`src/hdl/srm_pkg.sv`:
```
// shared types and codes for the spi register master
package srm_pkg;

    typedef enum logic [1:0] {
        CMD_IDLE       = 2'd0,
        CMD_REG_WRITE  = 2'd1,
        CMD_BURST_READ = 2'd2,
        CMD_BYTE_WRITE = 2'd3
    } cmd_t;

    typedef enum logic [2:0] {
        PH_IDLE = 3'd0,
        PH_ADDR = 3'd1,
        PH_DATA = 3'd2,
        PH_GAP  = 3'd3,
        PH_READ = 3'd4,
        PH_END  = 3'd5
    } phase_t;

    localparam logic ADDR_READ_BIT  = 1'b1;
    localparam logic ADDR_WRITE_BIT = 1'b0;

    // one tick as seen by the engine, after classification
    typedef struct packed {
        cmd_t       kind;
        logic [7:0] first_byte;
        logic [7:0] write_byte;
        logic [7:0] read_count;
        logic       miso;
    } front_item_t;

    typedef struct packed {
        logic       cs_n;
        logic       sclk;
        logic       mosi;
        logic [7:0] read_byte;
        logic       read_valid;
        logic       busy;
        logic       frame_done;
    } res_t;

endpackage

```
`src/hdl/spi_register_master.sv`:
```
// spi register master top level
// path: input queue, engine, result queue; a result word is on the ports while empty is low
// throughput: one word per cycle unless the result queue is full, set by the single-step frame sequencer
// a two-entry queue on each side lets input and output stall independently
// reset: asynchronous, select high, clock and data low, queues empty, gap register zero
module spi_register_master (
    input  logic        clk,
    input  logic        rst_n,
    input  logic        push,
    output logic        full,
    input  logic [1:0]  cmd,
    input  logic [6:0]  reg_addr,
    input  logic [7:0]  write_byte,
    input  logic [7:0]  read_count,
    input  logic        miso,
    input  logic        cfg_wr_en,
    input  logic [15:0] cfg_wr_data,
    output logic        empty,
    input  logic        pop,
    output logic        cs_n,
    output logic        sclk,
    output logic        mosi,
    output logic [7:0]  read_byte,
    output logic        read_valid,
    output logic        busy_res,
    output logic        frame_done
);

    import srm_pkg::*;

    localparam int ResW = $bits(res_t);

    logic [15:0]     gap_ticks_reg;
    front_item_t     item;
    logic            item_valid;
    logic            item_pop;
    res_t            res;
    logic            res_push;
    logic            res_full;
    logic [ResW-1:0] res_q_data;
    res_t            res_out;

    always_ff @(posedge clk or negedge rst_n)
    begin
        if (!rst_n)
        begin
            gap_ticks_reg <= 16'd0;
        end
        else if (cfg_wr_en)
        begin
            gap_ticks_reg <= cfg_wr_data;
        end
    end

    srm_front u_front (
        .clk        (clk),
        .rst_n      (rst_n),
        .push       (push),
        .full       (full),
        .cmd        (cmd),
        .reg_addr   (reg_addr),
        .write_byte (write_byte),
        .read_count (read_count),
        .miso       (miso),
        .item       (item),
        .item_valid (item_valid),
        .item_pop   (item_pop)
    );

    srm_engine u_engine (
        .clk            (clk),
        .rst_n          (rst_n),
        .byte_gap_ticks (gap_ticks_reg),
        .item           (item),
        .item_valid     (item_valid),
        .item_pop       (item_pop),
        .res_full       (res_full),
        .res            (res),
        .res_push       (res_push)
    );

    srm_fifo #(
        .WIDTH (ResW)
    ) u_res_q (
        .clk     (clk),
        .rst_n   (rst_n),
        .push    (res_push),
        .wr_data (res),
        .full    (res_full),
        .pop     (pop),
        .rd_data (res_q_data),
        .empty   (empty)
    );

    assign res_out    = res_t'(res_q_data);
    assign cs_n       = res_out.cs_n;
    assign sclk       = res_out.sclk;
    assign mosi       = res_out.mosi;
    assign read_byte  = res_out.read_byte;
    assign read_valid = res_out.read_valid;
    assign busy_res   = res_out.busy;
    assign frame_done = res_out.frame_done;

    // select goes high only as the frame closes
    a_done_closes: assert property (@(posedge clk) disable iff (!rst_n)
        res_push && res.frame_done |-> res.cs_n && !res.busy)
        else $error("frame end word without select high and idle");

    // a read byte completes on a clock-high tick inside a frame
    a_read_in_frame: assert property (@(posedge clk) disable iff (!rst_n)
        res_push && res.read_valid |-> !res.cs_n && res.sclk && res.busy)
        else $error("read byte outside a frame clock-high tick");

    // an accepted word is visible to the engine on the next cycle
    a_front_fill: assert property (@(posedge clk) disable iff (!rst_n)
        push && !full |=> item_valid)
        else $error("accepted word missing from front queue");

    // the engine never produces a word into a full result queue
    a_res_room: assert property (@(posedge clk) disable iff (!rst_n)
        res_push |-> !res_full)
        else $error("result word pushed into full queue");

endmodule

```
`src/hdl/srm_fifo.sv`:
```
// two-entry first-in first-out queue
module srm_fifo #(
    parameter int WIDTH = 8
) (
    input  logic             clk,
    input  logic             rst_n,
    input  logic             push,
    input  logic [WIDTH-1:0] wr_data,
    output logic             full,
    input  logic             pop,
    output logic [WIDTH-1:0] rd_data,
    output logic             empty
);

    logic [WIDTH-1:0] mem_reg [2];
    logic             wr_ptr_reg;
    logic             wr_ptr_next;
    logic             rd_ptr_reg;
    logic             rd_ptr_next;
    logic [1:0]       count_reg;
    logic [1:0]       count_next;
    logic             do_push;
    logic             do_pop;

    assign full    = (count_reg == 2'd2);
    assign empty   = (count_reg == 2'd0);
    assign do_push = push && !full;
    assign do_pop  = pop && !empty;
    assign rd_data = mem_reg[rd_ptr_reg];

    always_comb
    begin
        wr_ptr_next = do_push ? !wr_ptr_reg : wr_ptr_reg;
        rd_ptr_next = do_pop ? !rd_ptr_reg : rd_ptr_reg;
        count_next  = count_reg;
        if (do_push && !do_pop)
        begin
            count_next = count_reg + 2'd1;
        end
        else if (do_pop && !do_push)
        begin
            count_next = count_reg - 2'd1;
        end
    end

    always_ff @(posedge clk or negedge rst_n)
    begin
        if (!rst_n)
        begin
            wr_ptr_reg <= 1'b0;
            rd_ptr_reg <= 1'b0;
            count_reg  <= 2'd0;
        end
        else
        begin
            wr_ptr_reg <= wr_ptr_next;
            rd_ptr_reg <= rd_ptr_next;
            count_reg  <= count_next;
        end
    end

    always_ff @(posedge clk)
    begin
        if (do_push)
        begin
            mem_reg[wr_ptr_reg] <= wr_data;
        end
    end

endmodule

```
`src/hdl/srm_front.sv`:
```
// front end: takes input words, classifies the command, queues them for the engine
module srm_front (
    input  logic                clk,
    input  logic                rst_n,
    input  logic                push,
    output logic                full,
    input  logic [1:0]          cmd,
    input  logic [6:0]          reg_addr,
    input  logic [7:0]          write_byte,
    input  logic [7:0]          read_count,
    input  logic                miso,
    output srm_pkg::front_item_t item,
    output logic                item_valid,
    input  logic                item_pop
);

    import srm_pkg::*;

    localparam int ItemW = $bits(front_item_t);

    front_item_t      cls;
    logic [ItemW-1:0] q_data;
    logic             q_empty;

    // first byte on the wire: address with direction bit, or the lone data byte
    always_comb
    begin
        cls.kind       = cmd_t'(cmd);
        cls.write_byte = write_byte;
        cls.read_count = read_count;
        cls.miso       = miso;
        unique case (cmd_t'(cmd))
            CMD_BYTE_WRITE: cls.first_byte = write_byte;
            CMD_BURST_READ: cls.first_byte = {ADDR_READ_BIT, reg_addr};
            default:        cls.first_byte = {ADDR_WRITE_BIT, reg_addr};
        endcase
    end

    srm_fifo #(
        .WIDTH (ItemW)
    ) u_in_q (
        .clk     (clk),
        .rst_n   (rst_n),
        .push    (push),
        .wr_data (cls),
        .full    (full),
        .pop     (item_pop),
        .rd_data (q_data),
        .empty   (q_empty)
    );

    assign item       = front_item_t'(q_data);
    assign item_valid = !q_empty;

endmodule

```
`src/hdl/srm_engine.sv`:
```
// back end: serial frame sequencer, one pin tick per word
module srm_engine (
    input  logic                 clk,
    input  logic                 rst_n,
    input  logic [15:0]          byte_gap_ticks,
    input  srm_pkg::front_item_t item,
    input  logic                 item_valid,
    output logic                 item_pop,
    input  logic                 res_full,
    output srm_pkg::res_t        res,
    output logic                 res_push
);

    import srm_pkg::*;

    phase_t      phase_reg;
    phase_t      phase_next;
    cmd_t        kind_reg;
    cmd_t        kind_next;
    logic [7:0]  out_shift_reg;
    logic [7:0]  out_shift_next;
    logic [7:0]  in_shift_reg;
    logic [7:0]  in_shift_next;
    logic [3:0]  bit_count_reg;
    logic [3:0]  bit_count_next;
    logic [7:0]  bytes_left_reg;
    logic [7:0]  bytes_left_next;
    logic [15:0] gap_count_reg;
    logic [15:0] gap_count_next;
    logic [7:0]  pending_reg;
    logic [7:0]  pending_next;
    logic        cs_n_reg;
    logic        cs_n_next;
    logic        sclk_reg;
    logic        sclk_next;
    logic        mosi_reg;
    logic        mosi_next;

    logic        step;
    logic [3:0]  bit_inc;
    logic        byte_end;
    logic [7:0]  bl_dec;
    logic [15:0] gap_dec;
    logic        gap_on;
    logic [7:0]  in_shift_sh;

    assign step        = item_valid && !res_full;
    assign item_pop    = step;
    assign res_push    = step;
    assign bit_inc     = bit_count_reg + 4'd1;
    assign byte_end    = (bit_inc == 4'd0);
    assign bl_dec      = bytes_left_reg - 8'd1;
    assign gap_dec     = gap_count_reg - 16'd1;
    assign gap_on      = (byte_gap_ticks != 16'd0);
    assign in_shift_sh = {in_shift_reg[6:0], item.miso};

    // next phase
    always_comb
    begin
        phase_next = phase_reg;
        if (step)
        begin
            unique case (phase_reg)
                PH_IDLE:
                begin
                    if (item.kind != CMD_IDLE)
                    begin
                        phase_next = (item.kind == CMD_BYTE_WRITE) ? PH_DATA : PH_ADDR;
                    end
                end
                PH_ADDR:
                begin
                    if (byte_end)
                    begin
                        if (kind_reg == CMD_REG_WRITE)
                        begin
                            phase_next = PH_DATA;
                        end
                        else if (kind_reg == CMD_BURST_READ)
                        begin
                            if (bytes_left_reg == 8'd0)
                            begin
                                phase_next = PH_END;
                            end
                            else
                            begin
                                phase_next = gap_on ? PH_GAP : PH_READ;
                            end
                        end
                        else
                        begin
                            phase_next = PH_END;
                        end
                    end
                end
                PH_DATA:
                begin
                    if (byte_end)
                    begin
                        phase_next = PH_END;
                    end
                end
                PH_READ:
                begin
                    if (byte_end)
                    begin
                        if (bl_dec == 8'd0)
                        begin
                            phase_next = PH_END;
                        end
                        else
                        begin
                            phase_next = gap_on ? PH_GAP : PH_READ;
                        end
                    end
                end
                PH_GAP:
                begin
                    if (gap_dec == 16'd0)
                    begin
                        phase_next = PH_READ;
                    end
                end
                default: phase_next = PH_IDLE;
            endcase
        end
    end

    // datapath and result word
    always_comb
    begin
        kind_next       = kind_reg;
        out_shift_next  = out_shift_reg;
        in_shift_next   = in_shift_reg;
        bit_count_next  = bit_count_reg;
        bytes_left_next = bytes_left_reg;
        gap_count_next  = gap_count_reg;
        pending_next    = pending_reg;
        cs_n_next       = cs_n_reg;
        sclk_next       = sclk_reg;
        mosi_next       = mosi_reg;
        res.read_byte   = 8'd0;
        res.read_valid  = 1'b0;
        res.frame_done  = 1'b0;
        if (step)
        begin
            unique case (phase_reg) inside
                PH_IDLE:
                begin
                    if (item.kind != CMD_IDLE)
                    begin
                        cs_n_next       = 1'b0;
                        kind_next       = item.kind;
                        bit_count_next  = 4'd0;
                        pending_next    = item.write_byte;
                        bytes_left_next = item.read_count;
                        out_shift_next  = item.first_byte;
                    end
                end
                PH_ADDR, PH_DATA, PH_READ:
                begin
                    if (!bit_count_reg[0])
                    begin
                        sclk_next = 1'b0;
                        if (phase_reg != PH_READ)
                        begin
                            mosi_next = out_shift_reg[7];
                        end
                    end
                    else
                    begin
                        sclk_next = 1'b1;
                        if (phase_reg == PH_READ)
                        begin
                            in_shift_next = in_shift_sh;
                        end
                        else
                        begin
                            out_shift_next = {out_shift_reg[6:0], 1'b0};
                        end
                    end
                    bit_count_next = bit_inc;
                    if (byte_end)
                    begin
                        if (phase_reg == PH_ADDR && kind_reg == CMD_REG_WRITE)
                        begin
                            out_shift_next = pending_reg;
                        end
                        if (phase_reg == PH_READ)
                        begin
                            res.read_valid  = 1'b1;
                            res.read_byte   = in_shift_sh;
                            bytes_left_next = bl_dec;
                        end
                    end
                end
                PH_GAP:
                begin
                    gap_count_next = gap_dec;
                end
                PH_END:
                begin
                    cs_n_next      = 1'b1;
                    kind_next      = CMD_IDLE;
                    res.frame_done = 1'b1;
                end
                default: kind_next = CMD_IDLE;
            endcase
            // a new read byte starts from a clean shifter
            if (phase_next == PH_READ && (phase_reg != PH_READ || byte_end))
            begin
                in_shift_next  = 8'd0;
                bit_count_next = 4'd0;
            end
            // gap length is latched when the gap starts
            if (phase_next == PH_GAP && phase_reg != PH_GAP)
            begin
                gap_count_next = byte_gap_ticks;
            end
        end
        res.cs_n = cs_n_next;
        res.sclk = sclk_next;
        res.mosi = mosi_next;
        res.busy = (phase_next != PH_IDLE);
    end

    always_ff @(posedge clk or negedge rst_n)
    begin
        if (!rst_n)
        begin
            phase_reg      <= PH_IDLE;
            kind_reg       <= CMD_IDLE;
            out_shift_reg  <= 8'd0;
            in_shift_reg   <= 8'd0;
            bit_count_reg  <= 4'd0;
            bytes_left_reg <= 8'd0;
            gap_count_reg  <= 16'd0;
            pending_reg    <= 8'd0;
            cs_n_reg       <= 1'b1;
            sclk_reg       <= 1'b0;
            mosi_reg       <= 1'b0;
        end
        else
        begin
            phase_reg      <= phase_next;
            kind_reg       <= kind_next;
            out_shift_reg  <= out_shift_next;
            in_shift_reg   <= in_shift_next;
            bit_count_reg  <= bit_count_next;
            bytes_left_reg <= bytes_left_next;
            gap_count_reg  <= gap_count_next;
            pending_reg    <= pending_next;
            cs_n_reg       <= cs_n_next;
            sclk_reg       <= sclk_next;
            mosi_reg       <= mosi_next;
        end
    end

endmodule

```
`config.mk`:
```
export PLATFORM = sky130hd
export DESIGN_NAME = spi_register_master
export DESIGN_NICKNAME = d
export VERILOG_FILES = /design/src/hdl/srm_pkg.sv /design/src/hdl/spi_register_master.sv /design/src/hdl/srm_fifo.sv /design/src/hdl/srm_front.sv /design/src/hdl/srm_engine.sv
export SDC_FILE = /design/constraint.sdc
export NUM_CORES = 1
export LEC_CHECK = 0
export ABC_AREA = 1
export BUFFER_PORTS_ARGS = -buffer_cell sky130_fd_sc_hd__buf_2
export CORE_MARGIN = 1
export CORE_UTILIZATION = 60
export CTS_CLUSTER_DIAMETER = 200
export DETAILED_ROUTE_END_ITERATION = 10
export PLACE_DENSITY = 0.8
export SETUP_SLACK_MARGIN = 0.1
export SYNTH_ARGS = -nofsm -noshare
export SYNTH_HDL_FRONTEND = slang
export SYNTH_SLANG_ARGS = --single-unit
```
`constraint.sdc`:
```
create_clock -name clk -period 2.9 [get_ports clk]
set_input_delay 0.725 -clock clk [delete_from_list [all_inputs] [get_ports clk]]
set_output_delay 0.725 -clock clk [all_outputs]
set_load 0.03 [all_outputs]
```
Word-level counts from Yosys, hierarchy flattened
Memories as Yosys holds them, arrays and structs flattened.
Cells that the tools add are included.
{"block": "totals", "ram_bits": 82, "register_bits": 83, "out_inout_bits": 16, "input_bits": 47, "mem_count": 2}
{"block": "op_classes", "mux": 59, "eq_ne": 20, "n_reduce_logical": 52, "add_sub_neg": 7, "bitwise_logic": 1}
{"memory": "u_front.u_in_q.mem_reg", "words": 2, "word_bits": 27, "rd": 1, "rd_clocked_by_memory_dff": 0, "wr": 1, "line": "srm_fifo.sv:15", "text": "logic [WIDTH-1:0] mem_reg [2];"}
{"memory": "u_res_q.mem_reg", "words": 2, "word_bits": 14, "rd": 1, "rd_clocked_by_memory_dff": 0, "wr": 1, "line": "srm_fifo.sv:15"}
{"op": "8-bit two-way mux", "count": 8}
{"op": "8-bit case mux with 2 select lines", "count": 3}
{"op": "9-bit two-way mux", "count": 4}
{"op": "3-bit two-way mux", "count": 11}
{"op": "16-bit two-way mux", "count": 2}
{"op": "7-bit two-way mux", "count": 4}
{"op": "16-bit zero test", "count": 1}
{"op": "8-bit zero test", "count": 2}
{"op": "16-bit nonzero test", "count": 1}
{"op": "2-bit nonzero test", "count": 8}
{"op": "16-bit by 1-bit subtractor with 16-bit output, second input constant", "count": 1}
{"op": "1-bit two-way mux", "count": 15}
{"op": "3-bit case mux with 5 select lines", "count": 1}
{"op": "2-bit == test, second input constant", "count": 6}
{"op": "1-bit logical AND", "count": 12}
{"op": "1-bit zero test", "count": 12}
{"op": "2-bit two-way mux", "count": 6}
{"op": "3-bit AND reduction", "count": 4}
{"op": "3-bit by 2-bit == test with 1-bit output, second input constant", "count": 3}
{"op": "3-bit == test, second input constant", "count": 3}
{"op": "4-bit two-way mux", "count": 2}
{"op": "4-bit case mux with 2 select lines", "count": 1}
{"op": "8-bit by 1-bit subtractor with 8-bit output, second input constant", "count": 1}
{"op": "3-bit != test, second input constant", "count": 2}
{"op": "21 further kinds", "count": 26}

Logic depth before layout (Yosys ltp)
{"block": "logic_depth", "depth_word": 12, "ltp_mapped": 22, "mapped_depth_nobuf": 21}

Hierarchy
A second synthesis with hierarchy kept.
{"block": "hier_totals", "hier_cells": 1001, "area_unflattened_um2": 8458.1}
{"mod": "srm_engine", "n_inst": 1, "area_each_um2": 4216.5, "cells_each": 628}
{"mod": "srm_fifo (u_front.u_in_q)", "n_inst": 1, "area_each_um2": 2192.1, "cells_each": 172}
{"mod": "srm_fifo (u_res_q)", "n_inst": 1, "area_each_um2": 1255.0, "cells_each": 105}
{"mod": "spi_register_master", "n_inst": 1, "area_each_um2": 644.4, "cells_each": 68}
{"mod": "srm_front", "n_inst": 1, "area_each_um2": 150.1, "cells_each": 28}

Least setup slack after synthesis
OpenSTA, ideal clock, no wires.
{"block": "synth_timing", "kind": "input to register", "startpoint": "in push", "endpoint": "mem u_front.u_in_q.mem_reg[1][0] in the netlist's numbering (enable)", "t_required_ps": 2488, "arrival_time_ps": 2037, "path_stages": 2, "slack_ps": 450, "cell_sequence": "o21ai_0 nor2_1"}
{"block": "synth_via", "elab_chain_cells": 3}
{"item": "from (decl)", "line": "spi_register_master.sv:9", "text": "input logic push,"}
{"item": "1-bit logical AND", "line": "srm_fifo.sv:27", "text": "assign do_push = push && !full;"}
{"item": "1-bit two-way mux", "line": "srm_fifo.sv:64", "text": "if (do_push)"}
{"item": "1-bit two-way mux (implied by the code)", "line": "srm_fifo.sv:66", "text": "mem_reg[wr_ptr_reg] <= wr_data;"}
{"item": "to (decl)", "line": "srm_fifo.sv:15"}
Every way passes these cells.

Worst setup path after layout
{"block": "layout_timing", "startpoint": "reg u_engine.bit_count_reg[0]", "endpoint": "reg u_engine.gap_count_reg[11]"}
{"block": "layout_via", "elab_chain_cells": 9}
{"item": "from (decl)", "line": "srm_engine.sv:24", "text": "logic [3:0] bit_count_reg;"}
{"item": "from (signal assigned)", "line": "srm_engine.sv:249", "text": "bit_count_reg <= bit_count_next;"}
{"item": "4-bit by 1-bit adder with 4-bit output (*)", "line": "srm_engine.sv:50", "text": "assign bit_inc = bit_count_reg + 4'd1;"}
{"item": "4-bit zero test (*)", "line": "srm_engine.sv:51", "text": "assign byte_end = (bit_inc == 4'd0);"}
{"item": "3-bit two-way mux, on equally long branches", "line": "srm_engine.sv:105, srm_engine.sv:73, srm_engine.sv:98"}
{"item": "3-bit case mux with 5 select lines (*)", "line": "srm_engine.sv:63", "text": "unique case (phase_reg)"}
{"item": "3-bit two-way mux (*)", "line": "srm_engine.sv:61", "text": "if (step)"}
{"item": "3-bit by 2-bit == test with 1-bit output (*)", "line": "srm_engine.sv:216", "text": "if (phase_next == PH_GAP && phase_reg != PH_GAP)"}
{"item": "1-bit logical AND (*)", "line": "srm_engine.sv:216"}
{"item": "2-bit nonzero test (no source line)"}
{"item": "2-bit AND reduction (no source line)"}
{"item": "to (signal assigned)", "line": "srm_engine.sv:251", "text": "gap_count_reg <= gap_count_next;"}
{"item": "to (decl)", "line": "srm_engine.sv:28", "text": "logic [15:0] gap_count_reg;"}
Mark *: on every way between the ends. The rest lies on a longest branch, timed or not.
A chain may end at the register's enable or synchronous reset.

==> impl_metrics.env <==
export IMPL_status="completed"
export IMPL_synth_seq_cells=165
export IMPL_syn_nets=982
export IMPL_finalCritPeriodShare=0.921
export IMPL_netlist_top_cell_by_area="edfxtp_1"
export IMPL_largest_register_ffs=54
export IMPL_crit_top_cell="nand2_1"
export IMPL_grt_max_degree=50
export IMPL_hold_buffers=0
export IMPL_syn_inst=926
export IMPL_slew_headroom=0.583
export IMPL_vias_per_cell=5.36
export IMPL_clock_sinks=165
export IMPL_nets=1065
export IMPL_die_h_um=118
export IMPL_crit_path_max_incr_delay_ns=0.45
export IMPL_regToRegEndpoint="u_engine.gap_count_reg[11]"
export IMPL_finalWorstSetupSlack_ns=0.230
export IMPL_initial_utilization=0.613
export IMPL_n_fill_cell=1003
export IMPL_globalRouteMet1Util=0.336
export IMPL_clock_latency_ns=0.43
export IMPL_wire_per_inst_um=14.0
export IMPL_r2r_start="u_engine.bit_count_reg[0]"
export IMPL_cp_slowest_cell="dfrtp_2"
export IMPL_cellLeakagePower_nw=4.34
export IMPL_async_flop_share=0.503
export IMPL_use_met2=0.409
export IMPL_drtIter0Drc=472
export IMPL_synthTopCellsByCount="nand2_1 (296), nor2_1 (93), inv_1 (91), dfrtp_1 (82), edfxtp_1 (82)"
export IMPL_tritoncts="built"
export IMPL_placementRows=42
export IMPL_io_pins=63
export IMPL_diodes=0
export IMPL_grt_pass1_vias=5958
export IMPL_dp_slack_ns=0.0477
export IMPL_fin_crit_ns=2.67
export IMPL_fin_skew_ns=0.00682
export IMPL_ys_top_cells_by_area="edfxtp_1 (30%), dfrtp_1 (25%), nand2_1 (14%)"
export IMPL_synth_edff_count=82
export IMPL_rsz0062_at_grt="no"
export IMPL_use_met3=0.0451
export IMPL_place_inst=1154
export IMPL_tns_ns=0
export IMPL_crit_path_max_fanout=14
export IMPL_layout_cells_non_filler=1198
export IMPL_r2r_cells=17
export IMPL_yosysMostFrequentCell="nand2_1"
export IMPL_vias=6426
export IMPL_grt_usage=0.252
export IMPL_netlist_area_mm2=0.00808
export IMPL_cts_clk_slew_worst_paths_ns=0.06
export IMPL_min_path_type="in -> async"
export IMPL_htree_levels=4
export IMPL_ant_nets=0
export IMPL_hold_viol=0
export IMPL_ys_seq_area_frac=0.562
export IMPL_crit_chain="ha_2 > xnor2_2 > nand3_2 > inv_2 > nand2_1 > clkinv_1 > nand2_1 > a21oi_1 > nand2_1 > a21oi_4 > nand2_2 > nor2_4 > buf_12 > nand3_1 > nand2_1 > nand2_2 > nand2_1"
export IMPL_setup_viol=0
export IMPL_synth_ff_type="edfxtp_1"
export IMPL_die_area_mm2=0.0139
export IMPL_utilization=0.712
export IMPL_cellPowerDensity_mw_per_mm2=1200
export IMPL_gp_congestion=0.948
export IMPL_io_buffers=62
export IMPL_start_kind="flip-flop"
export IMPL_cp_end_kind="flip-flop"
export IMPL_arrival_ns=3.04
export IMPL_avgSynthCellArea_um2=8.73
export IMPL_antenna_found_initial=0
export IMPL_drc=0
export IMPL_core_mm2=0.0132
export IMPL_clockBufferDepth=2
export IMPL_worstPathRequired_ns=3.27
export IMPL_die_w_um=118
export IMPL_ys_types=43
export IMPL_grt_pass1_wl_mm=27.6
export IMPL_top_usage_layer="met2"
export IMPL_synth_top_cell_area_share=0.305
export IMPL_drv_cap=0
export IMPL_crit_type="reg -> reg"
export IMPL_finalMaxSlewViolations=0
export IMPL_syn_to_final_growth_pct=16.2
export IMPL_grt_overflow_total=0
export IMPL_dr_pass1_iters=5
export IMPL_r2r_slack_ns=0.23
export IMPL_wirelength_mm=16.8
export IMPL_ir_drop_v=0.000783
export IMPL_numCtsBuffers=17
export IMPL_dp_hpwl_mm=11.4
export IMPL_layout_drive_gt1_share=0.170
export IMPL_worstMarginPinSlew_ns=0.625
export IMPL_fmaxAchievable_mhz=374
export IMPL_cts_root_buffer_cell="clkbuf_16"
export IMPL_ys_warn_count=0
[where the power goes]
part / switching, mW / internal, mW
Combinational: 3.51 / 1.68
Clock: 0.923 / 1.36
Sequential: 0.432 / 3.36
[cell usage in the layout, fill, tap and decap left out, types with 2 or more instances in the layout]
cell type and instances:
o21a_1 2, inv_6 4, nand3_1 61, nor2_1 91, o21ai_0 54, nand4_1 8
bufinv_16 3, dfrtp_1 81, clkinv_1 3, buf_4 24, nand3b_1 4, ha_1 6
o211ai_1 3, clkinv_2 3, a21oi_1 15, xnor2_1 3, nor2_2 6, inv_1 89
buf_12 2, ha_4 2, nor2_4 4, a31oi_1 8, edfxtp_1 82, o21ai_1 16
inv_2 6, nand3_2 3, xor2_1 6, nand2_4 4, buf_2 61, clkinvlp_4 4
clkinv_4 2, nand2_2 16, o31ai_1 10, nor3_1 5, mux2i_1 2, nand2_1 295
clkbuf_16 17
[area by class of cell]
type / instances / area, um^2 / area share
Multi-Input combinational cell: 639 / 3130 / 0.333
Inverter: 99 / 377 / 0.0401
Tap cell: 176 / 220 / 0.0234
Sequential cell: 165 / 4540 / 0.483
Timing Repair Buffer: 87 / 526 / 0.0559
Clock inverter: 15 / 179 / 0.0190
Clock buffer: 17 / 425 / 0.0453
[per-stage QoR]
step | power (mW) | hold slack (ns) | instance area, um^2
after global routing | 12.1 | 0.279 | 9390
after global placement | 8.57 | 0.470 | 8620
after detailed placement | 8.69 | 0.472 | 8620
final | 11.3 | 0.251 | 9390
after CTS | 11.0 | 0.266 | 9230
after floorplan | 7.48 | 0.429 | 8080
[repair_timing]
item                       CTS  global route
hold endpoints to repair     0             0
pin swaps                    0            10
setup buffers                0            10
gates cloned                 0             2
resized for setup            1            14
setup endpoints to repair    7            27
[worst max path at each step]
stage / start / end / slack [ns] / depth (start not counted)
3_5_place_dp: u_engine.gap_count_reg[0] / u_engine.bit_count_reg[3] / 0.05 / 19
6_report: u_engine.bit_count_reg[0] / u_engine.gap_count_reg[11] / 0.23 / 17
4_1_cts: u_engine.bit_count_reg[0] / u_engine.gap_count_reg[8] / 0.14 / 15
5_1_grt: u_engine.bit_count_reg[0] / u_engine.gap_count_reg[11] / 0.03 / 17
2_1_floorplan: push / u_front.u_in_q.mem_reg[1][0] / 0.45 / 2
3_3_place_gp: u_engine.bit_count_reg[0] / u_engine.gap_count_reg[12] / 0.19 / 15
[routing by layer]
| metal | part of all wire | up-vias |
|---|---|---|
| met5 | 0 | - |
| met4 | 0.018 | 0 |
| met3 | 0.045 | 28 |
| met2 | 0.50 | 184 |
| met1 | 0.44 | 3032 |
| li1 | - | 3182 |
[logic make-up (layout without fill, tap and decap cells)]
logic type | count (synthesis) | after routing | synth area share
fa+ha+maj | 9 | 9 | 0.0139
mux | 3 | 3 | 0.00387
compound gates | 113 | 113 | 0.0782
simple gates | 501 | 503 | 0.269
buf+inv | 124 | 218 | 0.0618
xor+xnor | 11 | 11 | 0.0119
flops | 165 | 165 | 0.562
[worst max-delay path: cells and delay by family (launching register included)]
family / cells / cell delay (ns)
flops: 1 / 0.45
fa+ha+maj: 1 / 0.21
buf+inv: 3 / 0.33
simple gates: 10 / 0.98
xor+xnor: 1 / 0.16
compound gates: 2 / 0.46
No activity file was read; power rests on OpenSTA's default activity.
